`src/hdl/pll_divider_search_unit_assert.svh`:
```
// ----------------------------------------------------------------------------
// PLL divider search unit assertion macros
// Shared property macros for the divider search checks.
// ----------------------------------------------------------------------------
`ifndef PLL_DIVIDER_SEARCH_UNIT_ASSERT_SVH
`define PLL_DIVIDER_SEARCH_UNIT_ASSERT_SVH

// same-cycle implication, disabled during reset
`define PDS_ASSERT_IMPL(label, clk, rst, ante, cons, msg) \
   label: assert property (@(posedge clk) disable iff (rst) (ante) |-> (cons)) \
      else $error(msg);

// next-cycle implication, disabled during reset
`define PDS_ASSERT_NEXT(label, clk, rst, ante, cons, msg) \
   label: assert property (@(posedge clk) disable iff (rst) (ante) |=> (cons)) \
      else $error(msg);

`endif

```
`src/hdl/pds_pkg.sv`:
```
// ----------------------------------------------------------------------------
// PLL divider search package
// Widths, constants and interface types shared by the divider search modules.
// ----------------------------------------------------------------------------
`timescale 1ns / 1ps

package pds_pkg;

   // search range of the reference divider r and the multiplier v
   localparam int unsigned MAX_FACTOR = 63;
   localparam int unsigned FAC_W      = $clog2(MAX_FACTOR + 1);
   localparam logic [FAC_W-1:0] MAX_F = FAC_W'(MAX_FACTOR);

   localparam int unsigned REF_W     = 26;
   localparam int unsigned TGT_W     = 28;
   localparam int unsigned OUT_FAC_W = 6;
   localparam logic [REF_W-1:0] REF_RESET = 26'd32000000;

   // v * ref never exceeds this width
   localparam int unsigned PROD_W = REF_W + FAC_W;

   // radix-16 restoring divider: four quotient bits per cycle
   localparam int unsigned RADIX_BITS = 4;
   localparam int unsigned DIV_STEPS  = (PROD_W + RADIX_BITS - 1) / RADIX_BITS;
   localparam int unsigned DIV_W      = DIV_STEPS * RADIX_BITS;
   localparam int unsigned DIV_CNT_W  = $clog2(DIV_STEPS + 1);

   localparam int unsigned REQ_DATA_W = ((TGT_W + 7) / 8) * 8;
   localparam int unsigned RSP_DATA_W = ((2 * OUT_FAC_W + TGT_W + 7) / 8) * 8;

   typedef struct packed {
      logic             start;
      logic [DIV_W-1:0] dividend;
      logic [FAC_W-1:0] divisor;
   } div_req_type;

   typedef struct packed {
      logic             done;
      logic [DIV_W-1:0] quot;
      logic [FAC_W-1:0] rem;
   } div_rsp_type;

   typedef struct packed {
      logic init;       // new target, clear best
      logic load_full;  // latch MAX_FACTOR * ref / r
      logic load_base;  // latch ref / r
      logic step;       // score current pair, move to v - 1
   } walk_ctl_type;

   typedef struct packed {
      logic             found;
      logic [FAC_W-1:0] r;
      logic [FAC_W-1:0] v;
      logic [TGT_W-1:0] err;
   } best_type;

endpackage

```
`src/hdl/pds_divider.sv`:
```
// ----------------------------------------------------------------------------
// PLL divider search: iterative divider
// Restoring divider of a wide dividend by a small divisor, four bits a cycle.
// ----------------------------------------------------------------------------
`timescale 1ns / 1ps

module pds_divider
   import pds_pkg::*;
(
   input  logic        clock,
   input  logic        reset,
   input  div_req_type req,
   output div_rsp_type rsp
);

   logic                  busy_ff, busy_in;
   logic                  done_ff, done_in;
   logic [DIV_CNT_W-1:0]  cnt_ff, cnt_in;
   logic [DIV_W-1:0]      quot_ff, quot_in;
   logic [FAC_W-1:0]      rem_ff, rem_in;
   logic [FAC_W-1:0]      divisor_ff, divisor_in;

   logic                  last;
   logic [RADIX_BITS-1:0] qbits;
   logic [FAC_W-1:0]      rem_step;
   logic [FAC_W:0]        part;

   assign last = (cnt_ff == DIV_CNT_W'(DIV_STEPS - 1));

   // four dependent compare/subtract steps on a narrow remainder
   always_comb begin
      rem_step = rem_ff;
      qbits    = '0;
      part     = '0;
      for (int i = 0; i < RADIX_BITS; i++) begin
         part = {rem_step, quot_ff[DIV_W-1-i]};
         if (part >= {1'b0, divisor_ff}) begin
            part                   = part - {1'b0, divisor_ff};
            qbits[RADIX_BITS-1-i] = 1'b1;
         end
         rem_step = part[FAC_W-1:0];
      end
   end

   always_comb begin
      busy_in    = busy_ff;
      done_in    = 1'b0;
      cnt_in     = cnt_ff;
      quot_in    = quot_ff;
      rem_in     = rem_ff;
      divisor_in = divisor_ff;
      if (req.start) begin
         busy_in    = 1'b1;
         cnt_in     = '0;
         quot_in    = req.dividend;
         rem_in     = '0;
         divisor_in = req.divisor;
      end else if (busy_ff) begin
         cnt_in  = cnt_ff + 1'b1;
         quot_in = {quot_ff[DIV_W-RADIX_BITS-1:0], qbits};
         rem_in  = rem_step;
         if (last) begin
            busy_in = 1'b0;
            done_in = 1'b1;
         end
      end
   end

   always_ff @(posedge clock) begin
      if (reset) begin
         busy_ff <= 1'b0;
         done_ff <= 1'b0;
      end else begin
         busy_ff <= busy_in;
         done_ff <= done_in;
      end
   end

   always_ff @(posedge clock) begin
      cnt_ff     <= cnt_in;
      quot_ff    <= quot_in;
      rem_ff     <= rem_in;
      divisor_ff <= divisor_in;
   end

   assign rsp.done = done_ff;
   assign rsp.quot = quot_ff;
   assign rsp.rem  = rem_ff;

endmodule

```
`src/hdl/pds_walk.sv`:
```
// ----------------------------------------------------------------------------
// PLL divider search: multiplier walk
// Steps floor(v * ref / r) down in v by quotient/remainder updates and keeps
// the best pair seen so far.
// ----------------------------------------------------------------------------
`timescale 1ns / 1ps

module pds_walk
   import pds_pkg::*;
(
   input  logic             clock,
   input  walk_ctl_type     ctl,
   input  logic [TGT_W-1:0] target,
   input  logic [FAC_W-1:0] r,
   input  logic [FAC_W-1:0] v,
   input  div_rsp_type      div_rsp,
   output best_type         best
);

   logic [TGT_W-1:0]  target_ff, target_in;
   logic [PROD_W-1:0] q_ff, q_in;
   logic [FAC_W-1:0]  rem_ff, rem_in;
   logic [REF_W-1:0]  qr_ff, qr_in;
   logic [FAC_W-1:0]  rr_ff, rr_in;
   best_type          best_ff, best_in;

   logic [PROD_W-1:0] tgt_ext;
   logic [PROD_W-1:0] err;
   logic              take;
   logic [FAC_W:0]    rem_diff;
   logic              borrow;

   assign tgt_ext = PROD_W'(target_ff);
   assign err     = (tgt_ext >= q_ff) ? (tgt_ext - q_ff) : (q_ff - tgt_ext);
   // ties go to the later pair
   assign take    = (err <= PROD_W'(best_ff.err));

   // (v-1)*ref = (q - qr)*r + (rem - rr); fix up when the remainder goes negative
   assign rem_diff = {1'b0, rem_ff} - {1'b0, rr_ff};
   assign borrow   = rem_diff[FAC_W];

   always_comb begin
      target_in = target_ff;
      q_in      = q_ff;
      rem_in    = rem_ff;
      qr_in     = qr_ff;
      rr_in     = rr_ff;
      best_in   = best_ff;
      if (ctl.init) begin
         target_in     = target;
         best_in.found = 1'b0;
         best_in.r     = '0;
         best_in.v     = '0;
         best_in.err   = target;
      end
      if (ctl.load_full) begin
         q_in   = div_rsp.quot[PROD_W-1:0];
         rem_in = div_rsp.rem;
      end
      if (ctl.load_base) begin
         qr_in = div_rsp.quot[REF_W-1:0];
         rr_in = div_rsp.rem;
      end
      if (ctl.step) begin
         if (take) begin
            best_in.found = 1'b1;
            best_in.r     = r;
            best_in.v     = v;
            best_in.err   = err[TGT_W-1:0];
         end
         q_in = q_ff - PROD_W'(qr_ff) - PROD_W'(borrow);
         if (borrow) begin
            rem_in = rem_diff[FAC_W-1:0] + r;
         end else begin
            rem_in = rem_diff[FAC_W-1:0];
         end
      end
   end

   always_ff @(posedge clock) begin
      target_ff <= target_in;
      q_ff      <= q_in;
      rem_ff    <= rem_in;
      qr_ff     <= qr_in;
      rr_ff     <= rr_in;
      best_ff   <= best_in;
   end

   assign best = best_ff;

endmodule

```
`src/hdl/pll_divider_search_unit.sv`:
```
// ----------------------------------------------------------------------------
// PLL divider search unit
// Finds the reference divider r and multiplier v that bring floor(v*ref/r)
// closest to a target frequency.
// ----------------------------------------------------------------------------
// For each target word, at the default range of 1..63, the shared radix-16
// divider runs twice for every r (MAX_FACTOR*ref/r and ref/r), then the walk
// unit scores one multiplier per cycle from v = 63 down to 1. req_tready is
// low for the whole search; a finished result waits in the output register
// and the next target is taken while it waits. Write the reference frequency
// only when the unit is idle.
`timescale 1ns / 1ps
`include "pll_divider_search_unit_assert.svh"

module pll_divider_search_unit
   import pds_pkg::*;
(
   input  logic                  clock,
   input  logic                  reset,
   // target word
   input  logic                  req_tvalid,
   output logic                  req_tready,
   input  logic [REQ_DATA_W-1:0] req_tdata,   // [27:0] target_freq
   // result word
   output logic                  rsp_tvalid,
   input  logic                  rsp_tready,
   output logic [RSP_DATA_W-1:0] rsp_tdata,   // [5:0] ref_divider, [11:6] vco_multiplier,
                                              // [39:12] freq_error
   output logic                  rsp_tuser,   // [0] found
   // reference frequency register
   input  logic                  csr_wr_en,
   input  logic [REF_W-1:0]      csr_wr_data
);

   typedef enum logic [4:0] {
      S_IDLE     = 5'b00001,
      S_DIV_FULL = 5'b00010,
      S_DIV_BASE = 5'b00100,
      S_WALK     = 5'b01000,
      S_FINISH   = 5'b10000
   } state_type;

   state_type              state_ff, state_in;
   logic [FAC_W-1:0]       r_ff, r_in;
   logic [FAC_W-1:0]       v_ff, v_in;
   logic [REF_W-1:0]       reference_ff, reference_in;
   logic                   rsp_valid_ff, rsp_valid_in;
   logic [RSP_DATA_W-1:0]  rsp_data_ff, rsp_data_in;
   logic                   rsp_user_ff, rsp_user_in;

   div_req_type            div_req;
   div_rsp_type            div_rsp;
   walk_ctl_type           walk_ctl;
   best_type               best;

   logic                   req_fire;
   logic                   rsp_load;
   logic [PROD_W-1:0]      full_dividend;
   logic [TGT_W-1:0]       rsp_err;

   assign req_tready    = (state_ff == S_IDLE);
   assign req_fire      = req_tvalid && req_tready;
   assign full_dividend = PROD_W'(reference_ff) * PROD_W'(MAX_F);
   assign reference_in  = csr_wr_en ? csr_wr_data : reference_ff;

   always_comb begin
      state_in         = state_ff;
      r_in             = r_ff;
      v_in             = v_ff;
      rsp_load         = 1'b0;
      walk_ctl         = '0;
      div_req.start    = 1'b0;
      div_req.dividend = DIV_W'(full_dividend);
      div_req.divisor  = r_ff;
      unique case (state_ff)
         S_IDLE: begin
            if (req_fire) begin
               walk_ctl.init   = 1'b1;
               div_req.start   = 1'b1;
               div_req.divisor = MAX_F;
               r_in            = MAX_F;
               state_in        = S_DIV_FULL;
            end
         end
         S_DIV_FULL: begin
            if (div_rsp.done) begin
               walk_ctl.load_full = 1'b1;
               div_req.start      = 1'b1;
               div_req.dividend   = DIV_W'(reference_ff);
               state_in           = S_DIV_BASE;
            end
         end
         S_DIV_BASE: begin
            if (div_rsp.done) begin
               walk_ctl.load_base = 1'b1;
               v_in               = MAX_F;
               state_in           = S_WALK;
            end
         end
         S_WALK: begin
            walk_ctl.step = 1'b1;
            v_in          = v_ff - 1'b1;
            if (v_ff == FAC_W'(1)) begin
               if (r_ff == FAC_W'(1)) begin
                  state_in = S_FINISH;
               end else begin
                  r_in            = r_ff - 1'b1;
                  div_req.start   = 1'b1;
                  div_req.divisor = r_ff - 1'b1;
                  state_in        = S_DIV_FULL;
               end
            end
         end
         S_FINISH: begin
            if (!rsp_valid_ff || rsp_tready) begin
               rsp_load = 1'b1;
               state_in = S_IDLE;
            end
         end
         default: begin
            state_in = S_IDLE;
         end
      endcase
   end

   pds_divider u_divider (
      .clock (clock),
      .reset (reset),
      .req   (div_req),
      .rsp   (div_rsp)
   );

   pds_walk u_walk (
      .clock   (clock),
      .ctl     (walk_ctl),
      .target  (req_tdata[TGT_W-1:0]),
      .r       (r_ff),
      .v       (v_ff),
      .div_rsp (div_rsp),
      .best    (best)
   );

   // result register; the fields are zero when no pair qualified
   assign rsp_err = best.found ? best.err : '0;

   always_comb begin
      rsp_valid_in = rsp_valid_ff;
      rsp_data_in  = rsp_data_ff;
      rsp_user_in  = rsp_user_ff;
      if (rsp_load) begin
         rsp_valid_in = 1'b1;
         rsp_user_in  = best.found;
         rsp_data_in  = RSP_DATA_W'({rsp_err,
                                     OUT_FAC_W'(best.found ? best.v : '0),
                                     OUT_FAC_W'(best.found ? best.r : '0)});
      end else if (rsp_tready) begin
         rsp_valid_in = 1'b0;
      end
   end

   always_ff @(posedge clock) begin
      if (reset) begin
         state_ff     <= S_IDLE;
         rsp_valid_ff <= 1'b0;
         reference_ff <= REF_RESET;
      end else begin
         state_ff     <= state_in;
         rsp_valid_ff <= rsp_valid_in;
         reference_ff <= reference_in;
      end
   end

   always_ff @(posedge clock) begin
      r_ff        <= r_in;
      v_ff        <= v_in;
      rsp_data_ff <= rsp_data_in;
      rsp_user_ff <= rsp_user_in;
   end

   assign rsp_tvalid = rsp_valid_ff;
   assign rsp_tdata  = rsp_data_ff;
   assign rsp_tuser  = rsp_user_ff;

   `PDS_ASSERT_NEXT(a_busy_after_accept, clock, reset, req_fire, !req_tready,
      "target accepted but unit still ready")
   `PDS_ASSERT_IMPL(a_divisor_nonzero, clock, reset,
      (state_ff == S_DIV_FULL) || (state_ff == S_DIV_BASE) || (state_ff == S_WALK),
      r_ff != '0, "reference divider reached zero during search")
   `PDS_ASSERT_IMPL(a_done_in_division, clock, reset, div_rsp.done,
      (state_ff == S_DIV_FULL) || (state_ff == S_DIV_BASE),
      "divider finished outside a division state")
   `PDS_ASSERT_IMPL(a_no_fit_is_zero, clock, reset, rsp_tvalid && !rsp_tuser,
      rsp_tdata == '0, "result without a fit carries nonzero fields")

endmodule
```
`config.mk`:
```
export PLATFORM = sky130hd
export DESIGN_NAME = pll_divider_search_unit
export DESIGN_NICKNAME = d
export VERILOG_FILES = /design/src/hdl/pds_pkg.sv /design/src/hdl/pds_divider.sv /design/src/hdl/pds_walk.sv /design/src/hdl/pll_divider_search_unit.sv
export VERILOG_INCLUDE_DIRS = /design/src /design/src/hdl
export SDC_FILE = /design/constraint.sdc
export NUM_CORES = 1
export LEC_CHECK = 0
export BUFFER_PORTS_ARGS = -buffer_cell sky130_fd_sc_hd__buf_2
export CAP_MARGIN = 0
export CELL_PAD_IN_SITES_DETAIL_PLACEMENT = 2
export CELL_PAD_IN_SITES_GLOBAL_PLACEMENT = 2
export CORE_ASPECT_RATIO = 1.5
export CORE_UTILIZATION = 37
export CTS_CLUSTER_DIAMETER = 100
export DETAILED_ROUTE_END_ITERATION = 7
export PLACE_DENSITY = 0.85
export SKIP_CTS_REPAIR_TIMING = 1
export SYNTH_ARGS = -nofsm -noshare
export SYNTH_HDL_FRONTEND = slang
export SYNTH_SLANG_ARGS = --single-unit
```
`constraint.sdc`:
```
create_clock -name clock -period 8.61 [get_ports clock]
set_input_delay 1.2915 -clock clock [delete_from_list [all_inputs] [get_ports clock]]
set_output_delay 1.2915 -clock clock [all_outputs]
set_load 0.005 [all_outputs]
```
==> reports/qor.yml, run 1 <==
run_status:
  status: "finished, final reports clean"
detailed_routing:
  vias_per_cell: 5.47
  firstDrtPassIters: 5
  post_drt_wl_per_cell_um: 22.6
  vias: 16800
  wirelength_um: 69400
  ant_nets: 0
  drc: 0
  drt-initial-drc-count: 659
grt:
  first_global_vias: 19400
  antenna_found_initial: 0
  grt_pass1_wl_um: 110000
  grt_overflow: 0
  track_usage: 0.242
  grt_max_degree: 85
logic_synthesis:
  syn_nets: 2576
  synth_top_area_cell: "edfxtp_1"
  synthDistinctLibCells: 78
  synthCells: 2215
  syn_area_um2: 21100
  synthTopCellsByCount: "232 x inv_1, 215 x ha_1, 210 x nand2_1, 183 x edfxtp_1"
  yosysMostFrequentCell: "inv_1"
  synth_edf_count: 183
  synth_top_area_share: 0.260
  ys_top_cells_by_area: "edfxtp_1 26%, ha_1 13%, dfxtp_1 8.6%"
  async_flop_share: 0
  synthFlopType: "edfxtp_1"
  ys_warn_count: 0
  synth_seq_cells: 274
  syn_area_per_cell_um2: 9.54
  ys_seq_area_frac: 0.346
clock_tree:
  clock_sinks: 274
  path_clk_slew_ns: 0.07
  root_buffer: "clkbuf_16"
  clockBufferDepth: 3
  numCtsBuffers: 31
  htreeDepth: 1
  worstSkewPairLatency_ns: 0.61
  cts_tree: "yes"
power:
  powerDensity_nw_per_um2: 231
  irDropWorstVdd_mv: 0.133
  leakage_nw: 10.6
layout:
  antennaDiodeCount: 0
  drive_gt1_frac: 0.110
  nets: 2656
  instances_no_fill: 3076
  layout-area-overhead-vs-synth_pct: 11.2
worst_setup_path:
  ff2ff_setup_slack_ns: 0.50
  cpMostUsedCell: "a21o_1"
  r2r-start: "u_divider.divisor_ff[1]$_DFFE_PP_"
  reg2reg_depth: 38
  crit_fanout: 8
  r2r_end: "u_divider.rem_ff[1]$_SDFFE_PP0P_"
  path_class: "reg2reg"
  required_ns: 9.06
  worstPathArrival_ns: 8.56
  cp-end-kind: "register"
  critPathLaunchType: "register"
  slowest_delay_ns: 0.45
  crit_slowest_cell: "edfxtp_1"
worst_hold_path:
  hold_path.class: "reg2reg"
  min_to: "u_walk.best[35]$_DFF_P_"
  min_path_cells: 2
  hp-start: "u_walk.best[35]$_DFF_P_"
timing:
  clock.fmax_mhz: 123
  skew_ns: 0.0193
  fin_hold_ws_ns: 0.462
  fin_crit_sh: 0.942
  setup_viol_count_final: 0
  fin_crit_ns: 8.11
  hold_viol_final: 0
  max_slew_margin: 0.292
  finalMaxSlewViolations: 0
  worst_slack_ns: 0.499
  worst_pin_slew_ns: 1.05
die:
  ios: 106
  coreArea_um2: 56100
  core.rowCount: 106
  die_area_um2: 58100
  fp.dieH_um: 295
  initial_utilization: 0.377
  die_w_um: 197
place:
  place_ws_ns: 0.107
  gp_congestion: 0.970
  placed_cells: 3015
  portBuffers: 101
  hpwl_um: 54800
run:
  maxCapViolations: 0
## metal layers
layer	GRT usage	up-vias	share of wire
met2	0.479	246	0.55
met3	0.0208	106	0.022
met5	0	-	0
li1	-	7953	-
met1	0.260	8524	0.39
met4	0.0940	0	0.037
## placed cells by master, fill, tap and decap left out, types with 27 or more instances in the layout
cell       netlist  layout
a21o_1          66      66
ha_1           215     215
nand3_1         41      41
edfxtp_1       183     183
clkbuf_16        0      31
mux2i_1         60      58
mux2_4          27      27
dfxtp_1         91      91
xor2_1          38      38
nand2_1        210     209
fa_1            83      83
buf_2           13     101
nand4_1         28      28
o21ai_0        144     142
a21oi_1        144     144
xnor2_1         56      56
inv_1          232     231
nor2_1         144     143
and2_1          44      44
## metrics by stage
step / util / setup TNS, ns / total power [mW] / instance area, um^2
floorplan: - / 0 / 3.35 / 21100
global placement: 0.400 / 0 / 3.89 / 22400
detailed placement: 0.400 / 0 / 4.05 / 22400
CTS: 0.418 / -0.0281 / 5.44 / 23400
global route: 0.419 / -0.00633 / 5.80 / 23500
finish: 0.419 / 0 / 5.43 / 23500
## power breakdown
| group | switching, mW | leakage (nW) | internal (mW) |
|---|---|---|---|
| Sequential | 0.141 | 2.44 | 1.60 |
| Combinational | 1.35 | 7.66 | 0.993 |
| Clock | 0.597 | 0.483 | 0.749 |
## kinds of logic after synthesis
| kind of cell | synth area share |
|---|---|
| xor+xnor | 0.0389 |
| simple gates | 0.133 |
| compound gates | 0.160 |
| fa+ha+maj | 0.206 |
| buf+inv | 0.0581 |
| mux | 0.0582 |
| flops | 0.346 |
## final cells by class
type,instances,area [um^2]
Clock buffer,38,832
Clock inverter,20,178
Fill cell,6079,32600
Inverter,232,871
Multi-Input combinational cell,1629,12600
Sequential cell,274,7320
Tap cell,756,946
Timing Repair Buffer,127,708
## worst max path at each step
stage | startpoint | to | cells after the start
after CTS | u_divider.divisor_ff[1]$_DFFE_PP_ | u_divider.rem_ff[1]$_SDFFE_PP0P_ | 38
after global routing | u_divider.divisor_ff[1]$_DFFE_PP_ | u_divider.rem_ff[0]$_SDFFE_PP0P_ | 38
after global placement | u_divider.divisor_ff[1]$_DFFE_PP_ | u_divider.rem_ff[4]$_SDFFE_PP0P_ | 38
after detailed placement | u_divider.divisor_ff[1]$_DFFE_PP_ | u_divider.rem_ff[4]$_SDFFE_PP0P_ | 38
final | u_divider.divisor_ff[1]$_DFFE_PP_ | u_divider.rem_ff[1]$_SDFFE_PP0P_ | 38
after floorplan | u_divider.divisor_ff[1]$_DFFE_PP_ | u_divider.rem_ff[0]$_SDFFE_PP0P_ | 37
## state kept, by name, summed over array words and instances (netlist names), 26 cells and up
signal / flops
reference_ff: 26
u_walk.best: 41
u_divider.quot_ff: 32
u_walk.target_ff: 28
u_walk.qr_ff: 26
u_walk.q_ff: 32
rsp_tdata: 40
## worst max-delay path, delay by kind of cell (launching register included)
| kind | cells | cell delay (ns) |
|---|---|---|
| AO/OA/AOI/OAI | 18 | 3.45 |
| adder cells (fa/ha/maj) | 4 | 1.00 |
| buffers and inverters | 4 | 0.47 |
| flip-flops | 1 | 0.45 |
| multiplexers | 4 | 1.33 |
| AND/OR/NAND/NOR | 8 | 1.25 |
No activity file was read; power rests on OpenSTA's default activity.
==> run 2, diff against run 1 <==
- CTS_BUF_LIST: default -> sky130_fd_sc_hd__clkbuf_4 sky130_fd_sc_hd__clkbuf_8 sky130_fd_sc_hd__clkbuf_16
- SYNTH_HIERARCHICAL: default -> 1
==> reports/qor.yml, run 2 <==
detailed_routing:
  post_drt_wl_per_cell_um: 22.4  # was 22.6 um
  drt-initial-drc-count: 640  # was 659
  ant_nets: 0  # unchanged
  firstDrtPassIters: 5  # unchanged
  drc: 0  # unchanged
  wirelength_um: 69900  # was 69,400 um
  vias_per_cell: 5.47  # about the same
  vias: 17000  # was 16,800
timing:
  fin_crit_ns: 8.22  # was 8.11 ns
  finalMaxSlewViolations: 0  # unchanged
  fin_tns_setup_ns: 0  # unchanged
  fin_hold_ws_ns: 0.500  # was 0.462 ns
  worst_pin_slew_ns: 1.14  # was 1.05 ns
  clock.fmax_mhz: 122  # was 123 MHz
  max_slew_margin: 0.242  # was 0.292
  hold_viol_final: 0  # unchanged
  skew_ns: 0.0276  # was 0.0193 ns
  setup_viol_count_final: 0  # unchanged
  fin_crit_sh: 0.955  # was 0.942
layout:
  drive_gt1_frac: 0.130  # was 0.110
  fillers: 6201  # was 6,079
  final_core_util: 0.415  # was 0.419
  largest_reg_flops: 41  # unchanged
  layout-area-overhead-vs-synth_pct: 10.6  # was 11.2%
  multi_input_area_um2: 13100  # was 12,600 um^2
  mostFrequentLayoutCell: "inv_1"  # unchanged
  nets: 2682  # was 2,656
  final_cell_mix: "269 x inv_1, 215 x ha_1, 183 x edfxtp_1"  # was 231 x inv_1, 215 x ha_1, 209 x nand2_1
  seq_area_um2: 7320  # unchanged
logic_synthesis:
  syn_area_um2: 21800  # was 21,100 um^2
  synth_top_area_share: 0.253  # was 0.260
  synth_compound_area_frac: 0.151  # was 0.160
  ys_seq_area_frac: 0.336  # was 0.346
  synth_edf_count: 183  # unchanged
  syn_nets: 2616  # was 2,576
  yosysMostFrequentCell: "inv_1"  # unchanged
  async_flop_share: 0  # unchanged
  synthTopCellsByCount: "270 x inv_1, 215 x ha_1, 183 x edfxtp_1, 167 x a21oi_1"  # was 232 x inv_1, 215 x ha_1, 210 x nand2_1, 183 x edfxtp_1
  synthCells: 2255  # was 2,215
  synthFlopType: "edfxtp_1"  # unchanged
  ys_top_cells_by_area: "edfxtp_1 25%, ha_1 12%, dfxtp_1 8.4%"  # was edfxtp_1 26%, ha_1 13%, dfxtp_1 8.6%
  synth_xor_area_frac: 0.0419  # was 0.0389
  synth_seq_cells: 274  # unchanged
  ys_warn_count: 6  # was 0
  synth_top_family_by_area: "adder cells"  # unchanged
  syn_area_per_cell_um2: 9.65  # was 9.54 um^2
  synthDistinctLibCells: 92  # was 78
  synth_mux_area_frac: 0.0826  # was 0.0582
  synth_top_area_cell: "edfxtp_1"  # unchanged
  synth_adder_area_share: 0.200  # was 0.206
  yosys.area_share.simple: 0.124  # was 0.133
worst_setup_path:
  critPathLaunchType: "register"  # unchanged
  cpMostUsedCell: "ha_1"  # was a21o_1
  cp-end-kind: "register"  # unchanged
  crit_fanout: 6  # was 8
  required_ns: 9.09  # was 9.06 ns
  ff2ff_setup_slack_ns: 0.39  # was 0.50 ns
  crit_slowest_cell: "mux2_2"  # was edfxtp_1
  slowest_delay_ns: 0.44  # was 0.45 ns
  path_class: "reg2reg"  # unchanged
  worstPathArrival_ns: 8.70  # was 8.56 ns
die:
  core.rowCount: 108  # was 106
  initial_utilization: 0.375  # was 0.377
  coreArea_um2: 58000  # was 56,100 um^2
  die_w_um: 200  # was 197 um
  die_area_um2: 59800  # was 58,100 um^2
  ios: 106  # unchanged
  fp.dieH_um: 299  # was 295 um
grt:
  antenna_found_initial: 2  # was 0
  grt_overflow: 0  # unchanged
  grt_pass1_wl_um: 110000  # about the same
  track_usage: 0.235  # was 0.242
  first_global_vias: 19600  # was 19,400
  grt_max_degree: 79  # was 85
power:
  leakage_nw: 10.6  # about the same
  powerDensity_nw_per_um2: 266  # was 231 nW/um^2
  irDropWorstVdd_mv: 0.140  # was 0.133 mV
clock_tree:
  cts_tree: "yes"  # unchanged
  numCtsBuffers: 30  # was 31
  root_buffer: "clkbuf_16"  # unchanged
  clock_sinks: 274  # unchanged
  htreeDepth: 1  # unchanged
  path_clk_slew_ns: 0.07  # about the same
  worstSkewPairLatency_ns: 0.58  # was 0.61 ns
  clockBufferDepth: 3  # unchanged
place:
  gp_congestion: 0.892  # was 0.970
  portBuffers: 101  # unchanged
  hpwl_um: 54500  # was 54,800 um
worst_hold_path:
  hold_path.class: "reg2reg"  # unchanged
run_status:
  status: "finished, final reports clean"  # unchanged
run:
  maxCapViolations: 0  # unchanged
-- run 2: cell types whose count changed after synthesis, sizes merged, moves of 9 or more --
cell,change
o21ai,-27
nor2b,+12
a31oi,-11
mux2,+50
inv,+38
a21oi,+25
o31ai,-9
nand2,-49
a21o,-10
nor2,+15
nand3,-12
nand2b,+10
-- run 2: final timing paths --
path	start	endpoint	depth (start not counted)
setup / recovery	u_divider/divisor_ff[5]$_DFFE_PP_	u_divider/rem_ff[0]$_SDFFE_PP0P_	31
hold reg to reg	u_divider/quot_ff[20]$_DFFE_PP_	u_walk/qr_ff[20]$_DFFE_PP_	0
setup reg to reg	u_divider/divisor_ff[5]$_DFFE_PP_	u_divider/rem_ff[0]$_SDFFE_PP0P_	31
hold / removal	u_divider/quot_ff[20]$_DFFE_PP_	u_walk/qr_ff[20]$_DFFE_PP_	0
-- run 2: through the flow --
| stage | setup WS [ns] | cell area, um^2 | power [mW] | std cells |
|---|---|---|---|---|
| global route | -0.105 | 24100 | 6.81 | 3117 |
| global placement | 0.288 | 22900 | 4.73 | 3054 |
| floorplan | 1.19 | 21800 | 4.08 | 2255 |
| finish | 0.391 | 24100 | 6.40 | 3117 |
| CTS | -0.0917 | 24000 | 6.41 | 3110 |
| detailed placement | -0.0520 | 22900 | 4.96 | 3054 |
-- run 2: cell families (layout without fill, tap and decap cells) --
family | Yosys count | in the layout
AND/OR/NAND/NOR | 561 | 561
AO/OA/AOI/OAI | 513 | 513
buffers and inverters | 355 | 445
adder cells (fa/ha/maj) | 298 | 298
flip-flops | 274 | 274
multiplexers | 150 | 150
XOR/XNOR | 104 | 104
other | 0 | 2
-- run 2: power by group --
| part | leakage, nW | total [mW] | internal [mW] | switching (mW) |
|---|---|---|---|---|
| Sequential | 2.51 | 1.85 | 1.68 | 0.175 |
| Clock | 0.535 | 1.40 | 0.826 | 0.569 |
| Combinational | 7.55 | 3.15 | 1.36 | 1.79 |
-- run 2: cell type report --
| class | instances | share of cell area |
|---|---|---|
| Tap cell | 770 | 0.0400 |
| Clock buffer | 39 | 0.0372 |
| Inverter | 271 | 0.0423 |
| Clock inverter | 17 | 0.00723 |
| Sequential cell | 274 | 0.304 |
| Antenna cell | 2 | 0.000208 |
| Timing Repair Buffer | 118 | 0.0263 |
| Multi-Input combinational cell | 1626 | 0.543 |
-- run 2: critical path, delay by kind of cell (launching register included) --
kind / cells / cell delay (ns)
buffers and inverters: 3 / 0.35
AOI/OAI and AO/OA: 10 / 2.99
and+or+nand+nor: 8 / 1.29
muxes: 6 / 1.93
DFF: 1 / 0.37
adders and majority gates: 4 / 1.19
-- run 2: per-layer routing --
metal	GRT usage	wire length [um]	vias to the layer above	part of all wire
li1	-	-	8002	-
met1	0.255	27200	8658	0.39
met2	0.454	37700	267	0.54
met3	0.0196	1640	118	0.023
met4	0.103	3310	0	0.047
met5	0	0	-	0
